--- src/sbdm_pkg.sv ---
// shared types and constants for the backward snr dawg match counter
// no dependencies; imported by every module of the block
`timescale 1ns / 1ps

package sbdm_pkg;

   localparam int TEXT_DEPTH_DEFAULT = 4096;
   localparam int PATTERN_MAX = 32;
   localparam int ALPHABET = 256;
   localparam int COUNT_W = 13;
   localparam int CSR_W = 64;
   localparam int CSR_IDX_W = 3;

   localparam logic [COUNT_W-1:0] COUNT_MAX = {COUNT_W{1'b1}};

   // register indexes of the configuration port
   localparam logic [CSR_IDX_W-1:0] CSR_PAT_A = 3'd0;
   localparam logic [CSR_IDX_W-1:0] CSR_PAT_B = 3'd1;
   localparam logic [CSR_IDX_W-1:0] CSR_PAT_C = 3'd2;
   localparam logic [CSR_IDX_W-1:0] CSR_PAT_D = 3'd3;
   localparam logic [CSR_IDX_W-1:0] CSR_PAT_LEN = 3'd4;

   // byte 0 of the pattern sits in the low bits
   typedef logic [PATTERN_MAX-1:0][7:0] pattern_type;

   typedef struct packed {
      logic [4:0] start;
      logic [5:0] len;
   } window_type;

endpackage

--- src/sbdm_table.sv ---
// window finder and byte-to-position table for the match counter
// depends on sbdm_pkg; the search engine reads the table through its read port
`timescale 1ns / 1ps

module sbdm_table (
   input  logic                  clock,
   input  logic                  reset,
   input  logic                  start,
   input  sbdm_pkg::pattern_type pattern,
   input  logic [5:0]            pat_len,
   input  logic [7:0]            rd_addr,
   output logic                  rd_hit,
   output logic [4:0]            rd_pos,
   output sbdm_pkg::window_type  window,
   output logic                  done
);
   import sbdm_pkg::*;

   localparam logic [1:0] ST_IDLE = 2'd0;
   localparam logic [1:0] ST_SCAN = 2'd1;
   localparam logic [1:0] ST_FILL = 2'd2;
   localparam logic [1:0] ST_DONE = 2'd3;

   logic [1:0]          state_ff, state_in;
   logic [ALPHABET-1:0] seen_ff, seen_in;
   logic [ALPHABET-1:0] valid_ff;
   logic [4:0]          i_ff, i_in, j_ff, j_in, best_st_ff, best_st_in;
   logic [5:0]          best_ff, best_in, k_ff, k_in;
   logic [7:0]          f, pj;
   logic [4:0]          jn;
   logic [5:0]          cur_len;
   logic                tbl_we;
   logic [7:0]          tbl_wa;
   logic [4:0]          tbl_mem [ALPHABET];

   assign f  = pattern[i_ff];
   assign pj = pattern[j_ff];

   always_comb begin
      state_in   = state_ff;
      seen_in    = seen_ff;
      i_in       = i_ff;
      j_in       = j_ff;
      best_in    = best_ff;
      best_st_in = best_st_ff;
      k_in       = k_ff;
      jn         = j_ff;
      cur_len    = '0;
      tbl_we     = 1'b0;
      tbl_wa     = pattern[5'(best_st_ff + k_ff[4:0])];
      unique case (state_ff)
         ST_IDLE: begin
            if (start) begin
               seen_in    = '0;
               i_in       = '0;
               j_in       = '0;
               best_in    = '0;
               best_st_in = '0;
               state_in   = ST_SCAN;
            end
         end
         ST_SCAN: begin
            if (seen_ff[f] && pj != f) begin
               // slide the left edge past the earlier copy
               seen_in[pj] = 1'b0;
               j_in        = j_ff + 5'd1;
            end else begin
               jn          = seen_ff[f] ? j_ff + 5'd1 : j_ff;
               seen_in[f]  = 1'b1;
               j_in        = jn;
               cur_len     = {1'b0, i_ff} - {1'b0, jn} + 6'd1;
               if (cur_len > best_ff) begin
                  best_in    = cur_len;
                  best_st_in = jn;
               end
               if ({1'b0, i_ff} == pat_len - 6'd1) begin
                  k_in     = '0;
                  state_in = ST_FILL;
               end else begin
                  i_in = i_ff + 5'd1;
               end
            end
         end
         ST_FILL: begin
            if (k_ff == best_ff) begin
               state_in = ST_DONE;
            end else begin
               tbl_we = 1'b1;
               k_in   = k_ff + 6'd1;
            end
         end
         ST_DONE: begin
            state_in = ST_IDLE;
         end
         default: state_in = ST_IDLE;
      endcase
   end

   always_ff @(posedge clock) begin
      if (reset) begin
         state_ff   <= ST_IDLE;
         valid_ff   <= '0;
         best_ff    <= '0;
         best_st_ff <= '0;
      end else begin
         state_ff   <= state_in;
         best_ff    <= best_in;
         best_st_ff <= best_st_in;
         if (state_ff == ST_IDLE && start) begin
            valid_ff <= '0;
         end else if (tbl_we) begin
            valid_ff[tbl_wa] <= 1'b1;
         end
      end
   end

   always_ff @(posedge clock) begin
      seen_ff <= seen_in;
      i_ff    <= i_in;
      j_ff    <= j_in;
      k_ff    <= k_in;
      if (tbl_we) begin
         tbl_mem[tbl_wa] <= k_ff[4:0];
      end
      rd_pos <= tbl_mem[rd_addr];
      rd_hit <= valid_ff[rd_addr];
   end

   assign window.start = best_st_ff;
   assign window.len   = best_ff;
   assign done         = (state_ff == ST_DONE);

   a_left_edge: assert property (@(posedge clock) disable iff (reset)
      state_ff == ST_SCAN |-> j_ff <= i_ff)
      else $error("window left edge passed right edge");
   a_best_bound: assert property (@(posedge clock) disable iff (reset)
      state_ff == ST_DONE |-> (best_ff != 6'd0 && best_ff <= pat_len))
      else $error("window length out of range");
   a_fill_len: assert property (@(posedge clock) disable iff (reset)
      state_ff == ST_FILL |-> k_ff <= best_ff)
      else $error("table fill overran the window");
endmodule

--- config.mk ---
export PLATFORM = sky130hd
export DESIGN_NAME = sbdm_table
export DESIGN_NICKNAME = d
export VERILOG_FILES = /design/src/sbdm_pkg.sv /design/src/sbdm_table.sv
export SDC_FILE = /design/constraint.sdc
export NUM_CORES = 2
export LEC_CHECK = 0
export CAP_MARGIN = 20
export CORE_ASPECT_RATIO = 1.2
export CORE_MARGIN = 10
export CORE_UTILIZATION = 66
export DETAILED_ROUTE_END_ITERATION = 12
export DONT_BUFFER_PORTS = 1
export MAX_ROUTING_LAYER = met4
export PLACE_DENSITY = 0.89
export SETUP_SLACK_MARGIN = 0.15
export SLEW_MARGIN = 10
export SYNTH_ARGS = -nofsm -noshare
export SYNTH_HDL_FRONTEND = slang
export SYNTH_SLANG_ARGS = --single-unit
--- constraint.sdc ---
create_clock -name clock -period 13.6 [get_ports clock]
set_input_delay 1.36 -clock clock [delete_from_list [all_inputs] [get_ports clock]]
set_output_delay 1.36 -clock clock [all_outputs]
set_load 0.01 [all_outputs]
==> impl_results.md <==
* CTS Hold Bufs at 0
* Most frequent cells in the layout: edfxtp_1 (1552), mux4_2 (738), nor2_1 (316)
* Die area at 0.1395 mm²
* Crit path max-delay family: simple AND/OR/NAND/NOR gates
* Number of max-cap violations at 0
* Vias in the first global route at 52720
* Minimum clock period after layout at 9.973 ns
* Max clock buf depth at 3
* CTS tree: built
* Critical Path Sink Type: register
* # clock sinks at 1827
* Site Rows at 142
* Worst setup skew after layout at 0.07044 ns
* Gr usage total at 0.3882
* Port Buffers at 0
* Int Power at 12.09 mW
* Postcts setup bufs at 0
* First-pass GRT wire length at 380300 µm
* Remaining Overflow, GRT at 0
* Placer Congestion at 1.028
* Status: finished, violations left
* Crit path largest cell delay at 0.82 ns
* Critical path peak fanout at 53
* Layout Nets at 5026
* Post-route ant nets at 0
* Avg Inst Size Synth at 16.89 µm²
* Sum of buffers and inverters on the critical path at 5
* Worst setup SP type: register
* Synth Instances at 4879
* Power per standard cell area at 231.6 mW/mm²
* Post-synthesis sequential area ratio at 0.6322
* #FFs+latches synth at 1827
* H-Tree Depth at 4
* Share of cells above drive strength 1 at 0.2311
* DR vias at 53060
* Syn. warnings at 0
* Comb pwr share at 0.413
* Slowest CP cell: or4_1
* Slew @ Worst Pin at 2.100 ns
* CTS root buf: clkbuf_16
* Core area at 0.1245 mm²
* EDFF count, synth at 1552
* Max-slew headroom at -0.3999
* DRT Pass-1 Iters at 10
* Most common cell after layout, fill and taps aside: edfxtp_1
* Initial DRC Count at 9790
* Area growth from synthesis to layout at 8.470%
* Max IR drop VDD at 0.6642 mV
* Post_cts resized at 0
* RSZ-0062 raised after global routing: no
* Setup CP Type: register to register
* Num ports at 291
* Static Leakage at 27.63 nW
* Initial antenna violation count at 17
* Synth Flop Type: edfxtp_1
* Remaining DRCs at 0
* Final Slew Violations at 268
* Largest net degree at the start of global routing at 385
* Sw Ratio at 0.4160
* Clock power frac at 0.241
* Final Hold Fails at 0
* Routed len/inst at 40.49 µm
* Syn Std Cell Area at 0.08243 mm²
* Final setup viols at 0
* Num CTS Buffers at 163
* Detail Placement HPWL at 145700 µm
* Setup_tns at 0 ns
* Via density per instance at 8.095
* CP Data Required Time at 14.33 ns
* Clk_lat worst skew at 0.84 ns
* Reg power frac at 0.347
* Die width at 342.6 µm
* Max Freq at 100.3 MHz
* Fin crit share at 0.7333
* Asr flop ratio synth at 0
* Die Height at 407.1 µm
* Worst Path Arrival at 10.70 ns
* Tightest Hold Check Type: register to register
* Fill cells at 6645
* Setup WS post-layout at 3.627 ns
* Failing checks: slew limit
* Synth cell types at 72
* Final Hold Slack at 0.4655 ns
* Clock transition at path regs at 0.07 ns
* NetSw at 8.615 mW
* Initial Utilization at 0.6618
* Pre-CTS setup slack at 4.059 ns
* Final wirelength at 265400 µm
* Syn_nets at 5180
## synthesized netlist by cell type, drive strengths merged, types with 8 or more instances
cell,n,share of area
mux2i,107,0.013
a221oi,10,0.0011
o21ai,218,0.013
a21oi,61,0.0037
a32o,15,0.0018
a211oi,8,0.00079
mux4,738,0.20
nor3,17,0.0015
o311ai,192,0.020
nor2,317,0.014
buf,138,0.0085
xnor2,21,0.0022
o31ai,50,0.0046
nor2b,18,0.0014
dfxtp,275,0.067
nand3,86,0.0054
clkbuf,260,0.012
edfxtp,1552,0.57
nand2b,8,0.00061
nand2,271,0.012
and2,27,0.0021
o21a,260,0.024
o211ai,22,0.0020
nand4,13,0.00099
mux2,16,0.0022
inv,35,0.0016
ha,26,0.0039
a31oi,9,0.00068
xor2,13,0.0014
a32oi,33,0.0035
## final timing paths
path | slack (ns) | cells after the start | from | endpoint
setup reg to reg | 3.63 | 29 | i_ff[1]$_SDFFCE_PN0P_ | best_ff[1]$_SDFFE_PP0P_
hold / removal | 0.47 | 1 | valid_ff[215]$_SDFFE_PP0P_ | valid_ff[215]$_SDFFE_PP0P_
setup / recovery | 3.63 | 29 | i_ff[1]$_SDFFCE_PN0P_ | best_ff[1]$_SDFFE_PP0P_
hold reg to reg | 0.47 | 1 | valid_ff[215]$_SDFFE_PP0P_ | valid_ff[215]$_SDFFE_PP0P_
## cell families after synthesis
family | after synthesis | synth area share
AOI/OAI and AO/OA | 918 | 0.07965
xor gates and xnor gates | 36 | 0.004159
adders and majority gates | 28 | 0.004432
buffers and inverters | 433 | 0.02189
DFF | 1827 | 0.6322
muxes | 861 | 0.2170
and+or+nand+nor | 776 | 0.04071
## area by class of cell
| class | count | area (µm²) | share of cell area |
|---|---|---|---|
| Inverter | 35 | 138.9 | 0.001553 |
| Multi-Input combinational cell | 2619 | 28610 | 0.3200 |
| Sequential cell | 1827 | 52110 | 0.5828 |
| Antenna cell | 35 | 87.58 | 0.0009796 |
| Timing Repair Buffer | 79 | 770.7 | 0.008620 |
| Clock buffer | 229 | 4578 | 0.05120 |
| Tap cell | 1656 | 2072 | 0.02317 |
| Clock inverter | 75 | 1041 | 0.01164 |
## power by group through the flow
stage	sequential (mW)	combinational (mW)	clock (mW)
6_report	7.18	8.55	4.99
5_1_grt	7.19	8.82	5.13
4_1_cts	7.15	8.01	4.95
3_5_place_dp	7.26	7.95	0
3_3_place_gp	7.25	7.78	0
2_1_floorplan	7.41	5.59	0
## registers in the layout, summed over array words and instances (netlist names)
register and count:
tbl_mem 1280, seen_ff 256, valid_ff 256, best_ff 6, k_ff 6, best_st_ff 5
i_ff 5, j_ff 5, rd_pos 5, state_ff 2, rd_hit 1
## layer usage
metal,wire [µm],GRT usage,vias to the layer above
met4,26940,0.2843,0
met2,127900,0.6068,5556
met3,33820,0.1080,1436
met1,76720,0.4241,26170
li1,-,-,19900
met5,0,-,-
## per-stage QoR
stage                     cell area (µm²)    util  power [mW]  std cells
after floorplan                     82430       -       13.00       4879
after global placement              83540  0.6707       15.03       6208
after detailed placement            83540  0.6708       15.21       6209
after CTS                           89160  0.7159       20.11       6513
after global routing                89400  0.7178       21.14       6551
final                               89410  0.7179       20.71       6555
No activity file was read; power rests on OpenSTA's default activity.
