===== src/sbdm_pkg.sv =====
// shared types and constants for the backward snr dawg match counter
// no dependencies; imported by every module of the block
`timescale 1ns / 1ps

package sbdm_pkg;

   localparam int TEXT_DEPTH_DEFAULT = 4096;
   localparam int PATTERN_MAX = 32;
   localparam int ALPHABET = 256;
   localparam int COUNT_W = 13;
   localparam int CSR_W = 64;
   localparam int CSR_IDX_W = 3;

   localparam logic [COUNT_W-1:0] COUNT_MAX = {COUNT_W{1'b1}};

   // register indexes of the configuration port
   localparam logic [CSR_IDX_W-1:0] CSR_PAT_A = 3'd0;
   localparam logic [CSR_IDX_W-1:0] CSR_PAT_B = 3'd1;
   localparam logic [CSR_IDX_W-1:0] CSR_PAT_C = 3'd2;
   localparam logic [CSR_IDX_W-1:0] CSR_PAT_D = 3'd3;
   localparam logic [CSR_IDX_W-1:0] CSR_PAT_LEN = 3'd4;

   // byte 0 of the pattern sits in the low bits
   typedef logic [PATTERN_MAX-1:0][7:0] pattern_type;

   typedef struct packed {
      logic [4:0] start;
      logic [5:0] len;
   } window_type;

endpackage


===== src/sbdm_search.sv =====
// backward skip search engine with one shared byte comparator
// depends on sbdm_pkg; reads the text store and the position table of sbdm_table
`timescale 1ns / 1ps

module sbdm_search #(
   parameter int TEXT_DEPTH = sbdm_pkg::TEXT_DEPTH_DEFAULT
) (
   input  logic                           clock,
   input  logic                           reset,
   input  logic                           start,
   input  sbdm_pkg::pattern_type          pattern,
   input  logic [5:0]                     pat_len,
   input  sbdm_pkg::window_type           window,
   input  logic [$clog2(TEXT_DEPTH+1)-1:0] text_len,
   output logic [$clog2(TEXT_DEPTH)-1:0]  text_addr,
   input  logic [7:0]                     text_q,
   output logic [7:0]                     tbl_addr,
   input  logic                           tbl_hit,
   input  logic [4:0]                     tbl_pos,
   output logic                           done,
   output logic [sbdm_pkg::COUNT_W-1:0]   count
);
   import sbdm_pkg::*;

   localparam int AW = $clog2(TEXT_DEPTH);
   localparam int JW = AW + 2;

   localparam logic [3:0] ST_IDLE    = 4'd0;
   localparam logic [3:0] ST_TEST    = 4'd1;
   localparam logic [3:0] ST_SK_RD   = 4'd2;
   localparam logic [3:0] ST_SK_TB   = 4'd3;
   localparam logic [3:0] ST_SK_CHK  = 4'd4;
   localparam logic [3:0] ST_BK_RD   = 4'd5;
   localparam logic [3:0] ST_BK_CMP  = 4'd6;
   localparam logic [3:0] ST_RESOLVE = 4'd7;
   localparam logic [3:0] ST_VR_RD   = 4'd8;
   localparam logic [3:0] ST_VR_CMP  = 4'd9;
   localparam logic [3:0] ST_DONE    = 4'd10;

   logic [3:0]         state_ff, state_in;
   logic [JW-1:0]      j_ff, j_in, s_ff, s_in;
   logic [4:0]         i_ff, i_in;
   logic [5:0]         k_ff, k_in, q_ff, q_in;
   logic [COUNT_W-1:0] count_ff, count_in;
   logic               in_store_ff, in_store_in;
   logic [7:0]         sent_ff, sent_in;
   logic [JW-1:0]      n_ext, offset, rd_pos, rd_rel, len_ext;
   logic [7:0]         text_byte, cmp_pat;
   logic               cmp_eq;

   assign n_ext     = JW'(text_len);
   assign len_ext   = JW'(window.len);
   assign offset    = JW'(window.start) + len_ext - JW'(1);
   assign text_byte = in_store_ff ? text_q : sent_ff;

   // the one byte comparator, shared by the suffix check and verification
   assign cmp_pat = (state_ff == ST_BK_CMP) ? pattern[5'(window.start + i_ff - k_ff[4:0])]
                                            : pattern[q_ff[4:0]];
   assign cmp_eq  = (cmp_pat == text_byte);

   always_comb begin
      case (state_ff)
         ST_BK_RD: rd_pos = j_ff - JW'(k_ff);
         ST_VR_RD: rd_pos = s_ff + JW'(q_ff);
         default:  rd_pos = j_ff;
      endcase
      rd_rel = rd_pos - n_ext;
   end

   assign text_addr = rd_pos[AW-1:0];
   assign tbl_addr  = text_byte;

   always_comb begin
      state_in    = state_ff;
      j_in        = j_ff;
      s_in        = s_ff;
      i_in        = i_ff;
      k_in        = k_ff;
      q_in        = q_ff;
      count_in    = count_ff;
      // past the text end the pattern reads as a sentinel, then zeros
      in_store_in = (rd_pos < n_ext);
      sent_in     = (rd_rel < JW'(pat_len)) ? pattern[rd_rel[4:0]] : 8'd0;
      unique case (state_ff)
         ST_IDLE: begin
            if (start) begin
               j_in     = offset;
               count_in = '0;
               state_in = ST_TEST;
            end
         end
         ST_TEST:   state_in = (j_ff < n_ext) ? ST_SK_RD : ST_DONE;
         ST_SK_RD:  state_in = ST_SK_TB;
         ST_SK_TB:  state_in = ST_SK_CHK;
         ST_SK_CHK: begin
            if (!tbl_hit) begin
               j_in     = j_ff + len_ext;
               state_in = ST_SK_RD;
            end else begin
               i_in     = tbl_pos;
               k_in     = 6'd1;
               state_in = ST_BK_RD;
            end
         end
         ST_BK_RD: state_in = (k_ff > {1'b0, i_ff}) ? ST_RESOLVE : ST_BK_CMP;
         ST_BK_CMP: begin
            if (cmp_eq) begin
               k_in     = k_ff + 6'd1;
               state_in = ST_BK_RD;
            end else begin
               j_in     = j_ff + len_ext;
               state_in = ST_TEST;
            end
         end
         ST_RESOLVE: begin
            if (k_ff == window.len) begin
               s_in = j_ff - offset;
               if (j_ff - offset + JW'(pat_len) <= n_ext) begin
                  q_in     = '0;
                  state_in = ST_VR_RD;
               end else begin
                  j_in     = j_ff + len_ext;
                  state_in = ST_TEST;
               end
            end else begin
               j_in     = j_ff - JW'(k_ff) + len_ext;
               state_in = ST_TEST;
            end
         end
         ST_VR_RD: begin
            if (q_ff == pat_len) begin
               if (count_ff != COUNT_MAX) begin
                  count_in = count_ff + COUNT_W'(1);
               end
               j_in     = j_ff + len_ext;
               state_in = ST_TEST;
            end else begin
               state_in = ST_VR_CMP;
            end
         end
         ST_VR_CMP: begin
            if (cmp_eq) begin
               q_in     = q_ff + 6'd1;
               state_in = ST_VR_RD;
            end else begin
               j_in     = j_ff + len_ext;
               state_in = ST_TEST;
            end
         end
         ST_DONE: state_in = ST_IDLE;
         default: state_in = ST_IDLE;
      endcase
   end

   always_ff @(posedge clock) begin
      if (reset) begin
         state_ff <= ST_IDLE;
      end else begin
         state_ff <= state_in;
      end
   end

   always_ff @(posedge clock) begin
      j_ff        <= j_in;
      s_ff        <= s_in;
      i_ff        <= i_in;
      k_ff        <= k_in;
      q_ff        <= q_in;
      count_ff    <= count_in;
      in_store_ff <= in_store_in;
      sent_ff     <= sent_in;
   end

   assign done  = (state_ff == ST_DONE);
   assign count = count_ff;

   a_verify_in_text: assert property (@(posedge clock) disable iff (reset)
      state_ff == ST_VR_CMP |-> $past(in_store_in))
      else $error("verification read outside the stored text");
   a_suffix_bound: assert property (@(posedge clock) disable iff (reset)
      state_ff == ST_BK_CMP |-> (k_ff != 6'd0 && k_ff <= {1'b0, i_ff}))
      else $error("suffix check index out of range");
   a_verify_bound: assert property (@(posedge clock) disable iff (reset)
      state_ff == ST_VR_CMP |-> q_ff < pat_len)
      else $error("verification index out of range");
endmodule


===== config.mk =====
export PLATFORM = sky130hd
export DESIGN_NAME = sbdm_search
export DESIGN_NICKNAME = d
export VERILOG_FILES = /design/src/sbdm_pkg.sv /design/src/sbdm_search.sv
export SDC_FILE = /design/constraint.sdc
export NUM_CORES = 1
export LEC_CHECK = 0
export BUFFER_PORTS_ARGS = -buffer_cell sky130_fd_sc_hd__buf_2
export CORE_ASPECT_RATIO = 0.75
export CORE_MARGIN = 4
export CORE_UTILIZATION = 57
export DETAILED_ROUTE_END_ITERATION = 6
export GPL_TIMING_DRIVEN = 0
export PLACE_DENSITY = 0.89
export SYNTH_ARGS = -nofsm -noshare
export SYNTH_HDL_FRONTEND = slang
export SYNTH_SLANG_ARGS = --single-unit
export TNS_END_PERCENT = 20

===== constraint.sdc =====
create_clock -name clock -period 7.85 [get_ports clock]
set_clock_uncertainty 0.1 [all_clocks]
set_input_delay 1.1775 -clock clock [delete_from_list [all_inputs] [get_ports clock]]
set_output_delay 1.1775 -clock clock [all_outputs]
set_load 0.05 [all_outputs]

==> flow_metrics.tcl, run 1 <==
set metrics [dict create \
    placed_cells 2097 \
    grt-ovfl-total 0 \
    max_slew_margin_pct 4.481 \
    finalNonFillerCells 2134 \
    yosysSeqAreaShare_pct 13.81 \
    path_max_fanout 10 \
    antenna_found_initial 22 \
    vias_per_cell 7.375 \
    avgRoutedWirePerCell_um 30.45 \
    hold_start "count[0]" \
    arrival_ns 7.56 \
    fin_hold_ws_ns 0.5192 \
    synth-seq-cells 71 \
    cts_hold_buffers 0 \
    rows 50 \
    synth_ff_type "edfxtp_1" \
    coreArea_um2 24960 \
    worst_setup_path_start_kind "register" \
    mostFrequentLayoutCells "buf_2, mux4_2, inv_1, ha_1, xnor2_1" \
    avgSynthCellArea_um2 10.19 \
    grt_max_degree 16 \
    clk_latency_ns 0.36 \
    post-route-period-util_pct 94.41 \
    synth_cell_types 73 \
    rr_worst_depth 22 \
    drt_iter0_markers 2632 \
    hpwl_um 52050 \
    initial_core_util_pct 58.06 \
    finalSetupViolCount 0 \
    drv_cap 0 \
    dieArea_um2 28070 \
    cts.sinks 71 \
    cts-root-buf "clkbuf_16" \
    min_to "count[0]" \
    place_congestion 1.089 \
    clk_path_buf_depth 2 \
    drive_gt1_share_pct 34.40 \
    status "finished clean" \
    grt_first_pass_wirelength_um 93410 \
    ant_nets 0 \
    dieHeight_um 146.1 \
    totalWireLength_um 64970 \
    syn-num-nets 1846 \
    grt_pass1_vias 14830 \
    grt_usage_pct 44.82 \
    async_flop_share_pct 0 \
    first_pass_iters 7 \
    stdcell_area_um2 17010 \
    area_delta_synth_final_pct 17.34 \
    ctsHtreeMaxLevel 3 \
    crit_required_ns 8.00 \
    cp-end-kind "register" \
    cts_tree "done" \
    postLayoutCoreUtil_pct 68.13 \
    r2r-start "state_ff[3]" \
    power_density_nw_per_um2 372.0 \
    fillers 1912 \
    numPortBuffers 336 \
    netlist_area_um2 14490 \
    hp-class "register to register" \
    ir_drop_uv 243.2 \
    vias 15740 \
    rr_endpoint "sent_ff[3]" \
    dpl_cell_area_um2 16620 \
    netlist_instances 1422 \
    nNetsFinal 2195 \
    numCtsBuffers 9 \
    critPathKind "register to register" \
    clk_pin_slew_ns 0.06 \
    leakagePower_nw 7.016 \
    timing.fmax_mhz 134.9 \
    io_pins 337 \
    yosysWarnings 0 \
    layout_commonest_cell "buf_2" \
    min_path_cells 1 \
    drv_slew 0 \
    post_cts_buffers 0 \
    synth_edf_count 58 \
    grt_setup_unrepaired "false" \
    fp.dieW_um 192.1 \
    period_minus_slack_ns 7.411 \
    worstMarginPinSlew_ns 1.433 \
    drc 0 \
    hold_viol 0 \
    r2r_slack_ns 0.44 \
]
[critical path: stages (launching register included)]
cell	delay, ns
dfxtp_1	0.32
clkbuf_1	0.41
nand2b_1	0.10
clkbuf_1	0.22
nor3_2	0.68
nor2_1	0.40
a221oi_1	0.45
ha_1	0.26
fa_1	0.21
clkbuf_1	0.65
buf_1	0.90
inv_1	0.14
ha_1	0.31
a21boi_0	0.12
o21ai_0	0.16
nand2b_1	0.08
a21oi_1	0.17
nor2b_1	0.06
o21ai_0	0.19
o211ai_1	0.12
nor4_1	0.33
o2111ai_1	0.48
nor4_1	0.42
[stage by stage]
stage	power, mW	setup TNS, ns	setup slack (ns)
floorplan	4.138	0	1.225
global placement	5.453	-1.711	-0.1091
detailed placement	5.584	-5.526	-0.3956
CTS	6.040	0	0.1153
global route	6.578	0	0.1009
finish	6.326	0	0.4390
[sequential cells by signal, indices dropped and copies added, names as in the netlist]
| signal | count |
|---|---|
| count | 13 |
| state_ff | 4 |
| s_ff | 14 |
| j_ff | 14 |
| i_ff | 5 |
| sent_ff | 8 |
| q_ff | 6 |
| k_ff | 6 |
| in_store_ff | 1 |
[power breakdown]
part,internal (mW),total (mW),leakage [nW],switching (mW)
clock network,0.238,0.424,0.151,0.186
registers,0.540,0.656,0.674,0.116
logic,2.09,5.25,6.19,3.16
total,2.87,6.33,7.02,3.46
[worst max path at each step]
stage | startpoint | to | depth (start not counted)
after floorplan | window[1] | j_ff[0] | 25
after global routing | window[1] | j_ff[13] | 26
after detailed placement | window[1] | j_ff[12] | 26
after CTS | state_ff[3] | sent_ff[3] | 19
final | state_ff[3] | sent_ff[3] | 22
after global placement | window[1] | j_ff[13] | 26
[synth_stat cells (16+ instances only)]
cell type / instances / area [um^2]
a21oi_1: 57 / 285.3
edfxtp_1: 58 / 1742
o211ai_1: 16 / 120.1
o221ai_1: 20 / 175.2
nor3_1: 33 / 165.2
xnor2_1: 90 / 788.3
clkbuf_1: 53 / 198.9
buf_2: 19 / 95.09
nand2b_1: 18 / 112.6
mux2i_1: 66 / 660.6
a21o_1: 26 / 195.2
ha_1: 109 / 1364
mux4_2: 195 / 4392
mux2_2: 19 / 214.0
nor2_1: 81 / 304.0
xor2_1: 46 / 402.9
buf_1: 18 / 67.56
nand2_1: 55 / 206.5
nand3_1: 28 / 140.1
o21ai_0: 47 / 235.2
nor2b_1: 28 / 175.2
inv_1: 111 / 416.7
[layout make-up]
type	count	area, um^2	area share (%)
Timing Repair Buffer	338	1704	10.02
Antenna cell	20	50.05	0.2943
Inverter	111	416.7	2.450
Clock inverter	6	48.80	0.2870
Tap cell	338	422.9	2.487
Clock buffer	10	250.2	1.472
Multi-Input combinational cell	1150	11750	69.09
Sequential cell	71	2002	11.77
Buffer	90	361.6	2.126
[cells by family (layout without fill, tap and decap cells)]
family | Yosys count | after routing | synth area share, %
compound gates | 279 | 279 | 13.13
xor+xnor | 137 | 137 | 8.331
fa+ha+maj | 122 | 122 | 11.14
mux | 280 | 280 | 36.34
simple gates | 332 | 332 | 11.88
flops | 71 | 71 | 13.81
other cells | 0 | 20 | 0
buf+inv | 201 | 555 | 5.370
[repair_timing]
| action | in CTS | in global routing |
|---|---|---|
| pin swaps | 0 | 0 |
| endpoints found under the hold margin | 0 | 0 |
| endpoints found under the setup margin | 13 | 22 |
| gates resized for setup | 1 | 6 |
[routing by layer]
metal	vias up	wire [um]	global-route usage, %
met5	-	22	0
met4	4	3411	17.46
met3	313	12650	21.92
met2	1682	25600	59.17
met1	7452	23290	63.14
li1	6287	-	-
(Power assumes the default switching activity.)
==> run 2, diff against run 1 <==
CTS_BUF_LIST = sky130_fd_sc_hd__clkbuf_16   (was unset)
MAX_ROUTING_LAYER = met4   (was unset)
PLACE_DENSITY = unset   (was 0.89)
PLACE_DENSITY_LB_ADDON = 0.12   (was unset)
==> flow_metrics.tcl, run 2 (synthesized netlist as in run 1, its figures left out) <==
set metrics [dict create \
    status "finished clean" \
    initial_core_util_pct 58.06 \
    fillers 2044 \
    crit_required_ns 7.96 \
    vias_per_cell 7.163 \
    hold_start "count[0]" \
    numCtsBuffers 9 \
    fp.dieW_um 192.1 \
    post-route-period-util_pct 98.43 \
    grt_usage_pct 43.18 \
    arrival_ns 7.83 \
    place_congestion 1.077 \
    ctsHtreeMaxLevel 3 \
    cp-end-kind "register" \
    mostFrequentLayoutCells "buf_2, mux4_2, inv_1, ha_1, xnor2_1" \
    vias 15190 \
    io_pins 337 \
    dieHeight_um 146.1 \
    hp-class "register to register" \
    drc 0 \
    dieArea_um2 28070 \
    drv_cap 0 \
    post-route-worst-setup-slack_ns 0.1236 \
    min_to "count[0]" \
    drive_gt1_share_pct 34.22 \
    post_cts_buffers 0 \
    cts_hold_buffers 0 \
    grt_max_degree 16 \
    cts-root-buf "clkbuf_16" \
    cts.sinks 71 \
    grt-ovfl-total 0 \
    grt_pass1_vias 14460 \
    post_cts_resized 1 \
    rr_endpoint "sent_ff[3]" \
    setup.worst_path.start "state_ff[3]" \
    avgRoutedWirePerCell_um 28.69 \
    total_power_mw 6.210 \
    ant_nets 0 \
    drv_slew 0 \
    period_minus_slack_ns 7.726 \
    drt_iter0_markers 2173 \
    path_max_fanout 10 \
    area_delta_synth_final_pct 16.86 \
    worst_setup_path_start_kind "register" \
    placed_cells 2096 \
    rows 50 \
    hpwl_um 49350 \
    layout_commonest_cell "buf_2" \
    cts_tree "done" \
    antenna_found_initial 9 \
    critPathKind "register to register" \
    rr_worst_depth 20 \
    clk_latency_ns 0.36 \
    coreArea_um2 24960 \
    leakagePower_nw 7.012 \
    clk_pin_slew_ns 0.07 \
    place_ws_ns -0.2252 \
    numPortBuffers 336 \
    finalSetupViolCount 0 \
    nNetsFinal 2193 \
    postLayoutCoreUtil_pct 67.85 \
    r2r_slack_ns 0.12 \
    totalWireLength_um 60830 \
    max_slew_margin_pct 5.849 \
    finalNonFillerCells 2120 \
    timing.fmax_mhz 129.4 \
    r2r-start "state_ff[3]" \
    grt_setup_unrepaired "false" \
    grt_first_pass_wirelength_um 88190 \
    timing.setup.tns_ns 0 \
    hold_viol 0 \
    power_density_nw_per_um2 366.6 \
    clk_path_buf_depth 2 \
    first_pass_iters 6 \
    worstMarginPinSlew_ns 1.412 \
    min_path_cells 1 \
    ir_drop_uv 304.4 \
]
run 2: layer usage:
layer	wire, um	vias up	track usage, %
met3	11250	200	19.81
met5	0	-	-
met1	23360	7262	60.77
met4	1934	0	10.41
met2	24280	1439	56.79
li1	-	6284	-
run 2: final cells by class:
cell class                 count  area [um^2]  share of cell area, %
timing repair buffer         336         1682                  9.929
clock buffer                   9        225.2                  1.330
multi-input combinational   1150        11740                  69.34
buffer                        90        365.4                  2.157
clock inverter                 7        58.81                 0.3472
sequential                    71         2002                  11.82
inverter                     111        416.7                  2.460
antenna                        8        20.02                 0.1182
tap                          338        422.9                  2.497
run 2: worst max-delay path, cell delays in order (launching register included):
cell and delay, ns:
dfxtp_1 0.30, clkbuf_1 0.42, nand2b_1 0.10, clkbuf_1 0.21, nor3_2 0.72, nor2_1 0.44, a221oi_1 0.74, ha_1 0.32
nor2b_1 0.05, o21ai_0 0.18, a21boi_0 0.18, nor2_2 0.67, clkbuf_1 0.85, ha_1 0.38, a21oi_1 0.14, nor2b_1 0.06
o21ai_0 0.17, o211ai_1 0.11, nor4_1 0.31, o2111ai_1 0.53, nor4_1 0.55
run 2: worst max-delay path by stage:
| stage | endpoint | depth (start not counted) |
|---|---|---|
| floorplan | j_ff[0] | 25 |
| global placement | sent_ff[3] | 19 |
| detailed placement | sent_ff[3] | 20 |
| CTS | j_ff[6] | 26 |
| global route | j_ff[5] | 26 |
| finish | sent_ff[3] | 20 |
run 2: through the flow:
stage	hold slack, ns	instance area, um^2
2_1_floorplan	0.5273	14490
3_3_place_gp	0.5155	16600
3_5_place_dp	0.5366	16610
4_1_cts	0.5475	16900
5_1_grt	0.5793	16940
6_report	0.5421	16940
run 2: where the power goes:
part | total, mW | switching [mW] | internal (mW)
Sequential | 0.663 | 0.121 | 0.542
Clock | 0.416 | 0.174 | 0.242
Combinational | 5.13 | 3.07 | 2.06
